$ cat config.mk
export PLATFORM = sky130hd
export DESIGN_NAME = debounced_slot_mount_map
export DESIGN_NICKNAME = d
export VERILOG_FILES = /design/src/sv/dsmm_pkg.sv /design/src/sv/dsmm_order.sv /design/src/sv/debounced_slot_mount_map.sv
export VERILOG_INCLUDE_DIRS = /design/src /design/src/sv
export SDC_FILE = /design/constraint.sdc
export NUM_CORES = 1
export LEC_CHECK = 0
export ABC_AREA = 1
export BUFFER_PORTS_ARGS = -buffer_cell sky130_fd_sc_hd__clkbuf_2
export CELL_PAD_IN_SITES_DETAIL_PLACEMENT = 1
export CELL_PAD_IN_SITES_GLOBAL_PLACEMENT = 2
export CORE_ASPECT_RATIO = 0.5
export CORE_MARGIN = 4
export CORE_UTILIZATION = 32
export CTS_CLUSTER_DIAMETER = 150
export CTS_CLUSTER_SIZE = 40
export DETAILED_ROUTE_END_ITERATION = 12
export PLACE_DENSITY_LB_ADDON = 0.1
export SLEW_MARGIN = 40
export SYNTH_ARGS = -nofsm -noshare
export SYNTH_HDL_FRONTEND = slang
export SYNTH_HIERARCHICAL = 1
export SYNTH_SLANG_ARGS = --single-unit
export TNS_END_PERCENT = 20
$ cat constraint.sdc
create_clock -name clk -period 4.95 [get_ports clk]
set_input_delay 0.7425 -clock clk [delete_from_list [all_inputs] [get_ports clk]]
set_output_delay 0.7425 -clock clk [all_outputs]
set_load 0.03 [all_outputs]
$ cat src/sv/assert_macros.svh
// Assertion macros for the slot mount map RTL.
// Included by the top level, which checks its own sequencing; depends on nothing.
`ifndef ASSERT_MACROS_SVH
`define ASSERT_MACROS_SVH

// Property that must hold at every rising edge outside reset.
`define ASSERT_CLK(lbl, clk_s, rst_s, prop, msg) \
  lbl: assert property (@(posedge clk_s) disable iff (rst_s) (prop)) else $error(msg);

// Condition that must never be seen at a rising edge outside reset.
`define ASSERT_NEVER(lbl, clk_s, rst_s, cond, msg) \
  lbl: assert property (@(posedge clk_s) disable iff (rst_s) !(cond)) else $error(msg);

`endif

$ cat src/sv/dsmm_pkg.sv
// Shared constants and types for the debounced slot mount map.
// Used by the order walker and the top level; depends on nothing.
`timescale 1ns / 1ps
`default_nettype none

package dsmm_pkg;

  // Largest slot count and the width of one packed slot or owner field.
  localparam int SLOT_CAP  = 8;
  localparam int DEF_SLOTS = 8;
  localparam int FIELD_W   = 4;

  typedef logic [FIELD_W-1:0] field_t;

  // Marker for an empty slot or an unmounted controller.
  localparam field_t EMPTY = 4'hF;

  // Register defaults and the reset value of the last wanted set.
  localparam logic [15:0] DEF_DEBOUNCE = 16'd2000;
  localparam logic [19:0] DEF_IDLE     = 20'd60000;
  localparam logic [7:0]  WANT_RESET   = 8'hFF;

  // Configuration port geometry and register indexes.
  localparam int CFG_IDX_W  = 2;
  localparam int CFG_DATA_W = 20;

  localparam logic [CFG_IDX_W-1:0] REG_ENABLE   = 2'd0;
  localparam logic [CFG_IDX_W-1:0] REG_BUDGET   = 2'd1;
  localparam logic [CFG_IDX_W-1:0] REG_DEBOUNCE = 2'd2;
  localparam logic [CFG_IDX_W-1:0] REG_IDLE     = 2'd3;

  // Control into and status out of the order walker.
  typedef struct packed {
    logic start;
  } walk_ctl_t;

  typedef struct packed {
    logic busy;
    logic done;
  } walk_sts_t;

endpackage

`default_nettype wire

$ cat src/sv/dsmm_order.sv
// Order walker: builds the new slot list from a wanted set, survivors first.
// Depends on dsmm_pkg for the field type, the empty marker and control structs.
`timescale 1ns / 1ps
`default_nettype none

module dsmm_order #(
  parameter int SLOTS = dsmm_pkg::DEF_SLOTS,
  localparam int IW = (SLOTS > 1) ? $clog2(SLOTS) : 1,
  localparam int CW = $clog2(SLOTS + 1)
) (
  input  logic                               clk,
  input  logic                               rst,
  input  dsmm_pkg::walk_ctl_t                ctl,
  output dsmm_pkg::walk_sts_t                sts,
  input  logic [SLOTS-1:0]                   want,
  input  logic [CW-1:0]                      budget,
  input  logic [CW-1:0]                      count,
  input  dsmm_pkg::field_t [SLOTS-1:0]       owners,
  output dsmm_pkg::field_t [SLOTS-1:0]       list,
  output logic [CW-1:0]                      len
);

  logic             busy;
  logic             done;
  logic             new_phase;
  logic [IW-1:0]    idx;
  logic [SLOTS-1:0] taken;

  dsmm_pkg::field_t cand;
  logic [IW-1:0]    cidx;
  logic             in_range;
  logic             hit;
  logic             last_step;

  // One candidate per cycle: old slots in order, then controllers ascending.
  always_comb begin
    if (new_phase) begin
      cand     = dsmm_pkg::field_t'(idx);
      in_range = 1'b1;
    end else begin
      cand     = owners[idx];
      in_range = (CW'(idx) < count) && (cand < dsmm_pkg::field_t'(SLOTS));
    end
    cidx      = cand[IW-1:0];
    hit       = in_range && (len < budget) && want[cidx] && !taken[cidx];
    last_step = (idx == IW'(SLOTS - 1));
  end

  assign sts.busy = busy;
  assign sts.done = done;

  // Sequencer for the two passes over the slots.
  always_ff @(posedge clk) begin
    if (rst) begin
      busy <= 1'b0;
      done <= 1'b0;
    end else begin
      done <= 1'b0;
      if (ctl.start) begin
        busy <= 1'b1;
      end else if (busy && last_step && new_phase) begin
        busy <= 1'b0;
        done <= 1'b1;
      end
    end
  end

  // Append the accepted candidate and step the index.
  always_ff @(posedge clk) begin
    if (ctl.start) begin
      new_phase <= 1'b0;
      idx       <= '0;
      len       <= '0;
      taken     <= '0;
      list      <= {SLOTS{dsmm_pkg::EMPTY}};
    end else if (busy) begin
      if (hit) begin
        list[len[IW-1:0]] <= cand;
        len               <= len + 1'b1;
        taken[cidx]       <= 1'b1;
      end
      if (last_step) begin
        new_phase <= 1'b1;
        idx       <= '0;
      end else begin
        idx <= idx + 1'b1;
      end
    end
  end

endmodule

`default_nettype wire

$ cat src/sv/debounced_slot_mount_map.sv
// Top level of the debounced slot mount map; uses dsmm_pkg and dsmm_order.
// A disabled tick goes from the accepting edge straight to the result state; an enabled
// tick passes the wanted-set check and, if the set is unchanged, the debounce check; a
// rebuild, or a tick whose set has held long enough, runs the walker, commits, then outputs.
// A new request is taken only back in idle, once the result has been loaded; an output
// stall holds it in the result state. Synchronous reset restores defaults at once.
`timescale 1ns / 1ps
`default_nettype none
`include "assert_macros.svh"

module debounced_slot_mount_map #(
  parameter int SLOTS = dsmm_pkg::DEF_SLOTS,
  localparam int CW = $clog2(SLOTS + 1)
) (
  input  logic                            clk,
  input  logic                            rst,
  // Configuration writes.
  input  logic                            cfg_we,
  input  logic [dsmm_pkg::CFG_IDX_W-1:0]  cfg_index,
  input  logic [dsmm_pkg::CFG_DATA_W-1:0] cfg_data,
  // Request stream.
  input  logic                            s_tvalid,
  output logic                            s_tready,
  input  logic [71:0]                     s_tdata,  // now_ms, connected_mask, last_input_ms
  input  logic                            s_tuser,  // func
  // Result stream.
  output logic                            m_tvalid,
  input  logic                            m_tready,
  output logic [71:0]                     m_tdata,  // mount_count, slot_owner_packed,
                                                    // owner_slot_packed, zero fill
  output logic                            m_tuser   // reenumerate
);

  typedef enum logic [5:0] {
    ST_IDLE    = 6'b000001,
    ST_IDLECHK = 6'b000010,
    ST_DEBCHK  = 6'b000100,
    ST_WALK    = 6'b001000,
    ST_COMMIT  = 6'b010000,
    ST_OUT     = 6'b100000
  } state_t;

  state_t state;

  // Configuration registers.
  logic          enable;
  logic [CW-1:0] budget;
  logic [15:0]   debounce;
  logic [19:0]   idle_lim;

  // Map and debounce state.
  dsmm_pkg::field_t [SLOTS-1:0] slot_owner;
  dsmm_pkg::field_t [SLOTS-1:0] owner_slot;
  logic [CW-1:0]                mounted;
  logic [7:0]                   last_wanted;
  logic [31:0]                  stable_start;

  // Latched request and working values.
  logic             func_r;
  logic [31:0]      now_r;
  logic [SLOTS-1:0] conn_r;
  logic [31:0]      last_in_r;
  logic [SLOTS-1:0] want_r;
  logic             reen;

  // Walker connections.
  dsmm_pkg::walk_ctl_t          ctl;
  dsmm_pkg::walk_sts_t          sts;
  dsmm_pkg::field_t [SLOTS-1:0] walk_list;
  logic [CW-1:0]                walk_len;

  logic             in_fire;
  logic             out_free;
  logic [31:0]      op_b;
  logic [31:0]      op_lim;
  logic [31:0]      diff;
  logic             diff_ge;
  logic             is_idle;
  logic [SLOTS-1:0] cur;
  logic [SLOTS-1:0] want_c;
  logic [SLOTS-1:0] new_set;
  dsmm_pkg::field_t [SLOTS-1:0] new_slot;
  logic [31:0]      so_pack;
  logic [31:0]      os_pack;
  logic [CW-1:0]    budget_wr;
  logic [3:0]       budget_raw;

  assign in_fire  = s_tvalid && s_tready;
  assign s_tready = (state == ST_IDLE);
  assign out_free = !m_tvalid || m_tready;

  // Shared time unit: wrapping difference against the idle or debounce limit.
  always_comb begin
    if (state == ST_DEBCHK) begin
      op_b   = stable_start;
      op_lim = 32'(debounce);
    end else begin
      op_b   = last_in_r;
      op_lim = 32'(idle_lim);
    end
    diff    = now_r - op_b;
    diff_ge = (diff >= op_lim);
    is_idle = (last_in_r == 32'd0) || diff_ge;
  end

  // Mounted set, wanted set, and the inverse map of the new list.
  always_comb begin
    for (int c = 0; c < SLOTS; c++) begin
      cur[c] = (owner_slot[c] != dsmm_pkg::EMPTY);
    end
    want_c = is_idle ? conn_r : (conn_r | cur);
    for (int c = 0; c < SLOTS; c++) begin
      new_set[c]  = 1'b0;
      new_slot[c] = dsmm_pkg::EMPTY;
      for (int i = 0; i < SLOTS; i++) begin
        if (walk_list[i] == dsmm_pkg::field_t'(c)) begin
          new_set[c]  = 1'b1;
          new_slot[c] = dsmm_pkg::field_t'(i);
        end
      end
    end
  end

  // Packed views of both directions of the map, empty beyond the slot count.
  for (genvar g = 0; g < dsmm_pkg::SLOT_CAP; g++) begin : g_pack
    if (g < SLOTS) begin : g_used
      assign so_pack[4*g +: 4] = slot_owner[g];
      assign os_pack[4*g +: 4] = owner_slot[g];
    end else begin : g_unused
      assign so_pack[4*g +: 4] = dsmm_pkg::EMPTY;
      assign os_pack[4*g +: 4] = dsmm_pkg::EMPTY;
    end
  end

  // Slot budget write is clamped to one through the slot count.
  always_comb begin
    budget_raw = cfg_data[3:0];
    priority if (budget_raw == 4'd0) begin
      budget_wr = CW'(1);
    end else if (budget_raw > 4'(SLOTS)) begin
      budget_wr = CW'(SLOTS);
    end else begin
      budget_wr = budget_raw[CW-1:0];
    end
  end

  // Start the walker on a rebuild or once the wanted set has held long enough.
  assign ctl.start = (in_fire && s_tuser) || ((state == ST_DEBCHK) && diff_ge);

  dsmm_order #(.SLOTS(SLOTS)) u_order (
    .clk    (clk),
    .rst    (rst),
    .ctl    (ctl),
    .sts    (sts),
    .want   (want_r),
    .budget (budget),
    .count  (mounted),
    .owners (slot_owner),
    .list   (walk_list),
    .len    (walk_len)
  );

  // Sequencer, map state and configuration registers.
  always_ff @(posedge clk) begin
    if (rst) begin
      state        <= ST_IDLE;
      enable       <= 1'b0;
      budget       <= CW'(SLOTS);
      debounce     <= dsmm_pkg::DEF_DEBOUNCE;
      idle_lim     <= dsmm_pkg::DEF_IDLE;
      slot_owner   <= {SLOTS{dsmm_pkg::EMPTY}};
      owner_slot   <= {SLOTS{dsmm_pkg::EMPTY}};
      mounted      <= '0;
      last_wanted  <= dsmm_pkg::WANT_RESET;
      stable_start <= 32'd0;
      m_tvalid     <= 1'b0;
    end else begin
      // The result valid rises when a result is loaded and falls once it is taken.
      if ((state == ST_OUT) && out_free) begin
        m_tvalid <= 1'b1;
      end else if (m_tvalid && m_tready) begin
        m_tvalid <= 1'b0;
      end
      unique case (state)
        ST_IDLE: begin
          if (in_fire) begin
            priority if (s_tuser) begin
              state <= ST_WALK;
            end else if (enable) begin
              state <= ST_IDLECHK;
            end else begin
              state <= ST_OUT;
            end
          end
        end
        ST_IDLECHK: begin
          if (8'(want_c) != last_wanted) begin
            last_wanted  <= 8'(want_c);
            stable_start <= now_r;
            state        <= ST_OUT;
          end else begin
            state <= ST_DEBCHK;
          end
        end
        ST_DEBCHK: begin
          state <= diff_ge ? ST_WALK : ST_OUT;
        end
        ST_WALK: begin
          if (sts.done) begin
            state <= ST_COMMIT;
          end
        end
        ST_COMMIT: begin
          if (func_r || (new_set != cur)) begin
            slot_owner <= walk_list;
            owner_slot <= new_slot;
            mounted    <= walk_len;
          end
          state <= ST_OUT;
        end
        ST_OUT: begin
          if (out_free) begin
            state <= ST_IDLE;
          end
        end
        default: begin
          state <= ST_IDLE;
        end
      endcase
      // Register writes; a write of the enable register also empties the map.
      if (cfg_we) begin
        unique case (cfg_index)
          dsmm_pkg::REG_ENABLE: begin
            enable     <= cfg_data[0];
            slot_owner <= {SLOTS{dsmm_pkg::EMPTY}};
            owner_slot <= {SLOTS{dsmm_pkg::EMPTY}};
            mounted    <= '0;
          end
          dsmm_pkg::REG_BUDGET:   budget   <= budget_wr;
          dsmm_pkg::REG_DEBOUNCE: debounce <= cfg_data[15:0];
          dsmm_pkg::REG_IDLE:     idle_lim <= cfg_data[19:0];
          default: begin
          end
        endcase
      end
    end
  end

  // Request capture, wanted set, flag and result payload.
  always_ff @(posedge clk) begin
    if (in_fire) begin
      func_r    <= s_tuser;
      now_r     <= s_tdata[31:0];
      conn_r    <= s_tdata[32 +: SLOTS];
      last_in_r <= s_tdata[71:40];
      want_r    <= s_tdata[32 +: SLOTS];
      reen      <= 1'b0;
    end
    if (state == ST_IDLECHK) begin
      want_r <= want_c;
    end
    if (state == ST_COMMIT) begin
      reen <= !func_r && (new_set != cur);
    end
    if ((state == ST_OUT) && out_free) begin
      m_tdata <= {4'd0, os_pack, so_pack, 4'(mounted)};
      m_tuser <= reen;
    end
  end

  `ASSERT_CLK(a_done_in_walk, clk, rst, sts.done |-> (state == ST_WALK), "done outside walk")
  `ASSERT_CLK(a_ready_walker_idle, clk, rst, s_tready |-> !sts.busy, "ready while walker busy")
  `ASSERT_CLK(a_commit_to_out, clk, rst, (state == ST_COMMIT) |=> (state == ST_OUT), "no result")
  `ASSERT_NEVER(a_count_range, clk, rst, mounted > CW'(SLOTS), "mounted count beyond slots")

endmodule

`default_nettype wire
==> results.toml <==
[run]
maxCapViolCount = 0

[drt]
routed_wl_um = 57000
viasPerCell = 4.79
post_drt_wl_per_cell_um = 17.9
antenna_left = 0
vias = 15300
drc = 0
drt_iter0_drc = 824
dr.pass1.iters = 5

[timing]
fin_crit_sh = 1.01
rsz0062_at_grt = "yes"
fin_crit_ns = 5.01
slew_headroom = 0.486
clock_skew_ns = 0.0305
max_freq_mhz = 200
setup_slack_ns = -0.0592
hold_viol = 0
setup_viol = 26
worst_pin_slew_ns = 0.771
holdWs_ns = 0.350
slew_viol_final = 0
fin_tns_setup_ns = -0.619

[place]
dp_hpwl_um = 42700
globalplace.congestion = 0.829
post-place-ws_ns = -0.136
portBuffers = 170

[worst_setup_path]
critPathSlowestCell = "dfxtp_2"
crit_fanout = 5
crit_path_end_kind = "flop"
path_buf_inv = 6
crit_path_frequent_cell = "nand2_1"
critical_path_arrival_ns = 5.46
start_kind = "flop"
crit_required_ns = 5.40
crit_type = "flop to flop"
critPathTopFamily = "simple AND/OR/NAND/NOR gates"
max_stage_delay_ns = 0.37

[power]
total_power_mw = 6.97
power.density_nw_per_um2 = 330
p_leak_nw = 9.78
irDropWorstVdd_mv = 0.202

[floorplan]
die-width_um = 345
rows = 61
core_region_area_sq_um = 55800
start_util = 0.325
io_pins = 175
die_h_um = 176
die-area_sq_um = 60800

[status]
violations = "setup timing"
status = "finished with violations"

[yosys]
syn_inst = 2230
ys_warn_count = 6
synth.avg_cell_area_sq_um = 8.13
syn_area_sq_um = 18100

[global_route]
grt_overflow_total = 0
grt_usage = 0.181
grt_antenna_before_repair = 0
grt_max_degree = 57
grt_pass1_wl_um = 86400
grt_pass1_vias = 15300

[cells_and_area]
antenna_cells = 0
final_nets = 2591
fin_util = 0.379
drive_gt1_frac = 0.188
area_growth_pct = 16.7

[clocking]
ctsLongestPathBuffers = 3
cts_root_buffer = "clkbuf_16"
cts_hold_buffers = 0
clk_pin_slew_ns = 0.16
h-tree-depth = 1
cts_tree = "yes"
clock-sinks = 357
clk-insertion-delay-late_ns = 0.55
cts_made_buffers = 12

[hold_path]
hold_class = "input pin to flop"
-- state kept, by name, summed over array words and instances, names as in the netlist, 6 cells and up --
register       count
last_wanted        8
last_in_r         32
debounce          16
slot_owner        32
conn_r             8
os_pack           32
state              6
u_order/list      32
u_order/taken      8
want_r             8
m_tdata           68
now_r             32
stable_start      32
idle_lim          20
-- cell usage in the layout (no fill, tap or decap), drive strengths merged, types with 2 or more instances in the layout --
master and instances:
a211o 6, a211oi 2, a21boi 2, a21oi 126
a31oi 6, and2 5, buf 84, clkbuf 191
clkinv 7, conb 4, dfxtp 206, edfxtp 151
ha 59, inv 272, mux2i 36, nand2 553
nand3 156, nand3b 11, nand4 47, nor2 240
nor3 75, nor4 19, o211ai 2, o21ai 129
o21bai 9, o31ai 6, xnor2 7, xor2 21
-- cell type report --
cell class	instances	area, sq um
clock inverter	1	5.00
inverter	275	1060
tap	756	946
fill	6706	34600
timing repair buffer	256	1710
clock buffer	19	348
timing repair inverter	3	57.6
sequential	357	8670
multi-input combinational	1526	8370
-- final timing paths --
kind                            cells past startpoint                             to                     start  slack [ns]
worst max register to register                     34  stable_start[18]$_SDFFE_PP0P_     state[5]$_SDFFE_PP0P_       -0.06
worst min register to register                      2       idle_lim[0]$_SDFFE_PP0P_  idle_lim[0]$_SDFFE_PP0P_        0.47
worst max-delay path                               34  stable_start[18]$_SDFFE_PP0P_     state[5]$_SDFFE_PP0P_       -0.06
worst min-delay path                                1        last_in_r[31]$_DFFE_PP_               s_tdata[71]        0.35
-- stage by stage --
| stage | cell area [sq um] | cells |
|---|---|---|
| 5_1_grt | 21200 | 3193 |
| 6_report | 21200 | 3193 |
| 3_5_place_dp | 20000 | 3133 |
| 3_3_place_gp | 19900 | 3132 |
| 4_1_cts | 20500 | 3163 |
| 2_1_floorplan | 18200 | 2233 |
-- where the power goes --
group,switching (mW),internal (mW)
sequential,0.135,3.23
clock,0.914,0.499
combinational,1.48,0.718
-- repair_timing --
action | 4_1_cts | 5_1_grt
gates resized for setup | 23 | 97
buffers inserted | 7 | 26
cloned | 3 | 5
endpoints found under the setup margin | 41 | 74
pin swaps | 9 | 21
-- routing by layer --
metal	global-route usage	up-vias	part of all wire
met3	0.0194	27	0.023
met1	0.250	7387	0.49
met5	0	-	0
li1	-	7727	-
met2	0.316	141	0.48
met4	0.0183	0	0.0091
Note: power is estimated with default switching activity, not from simulation.
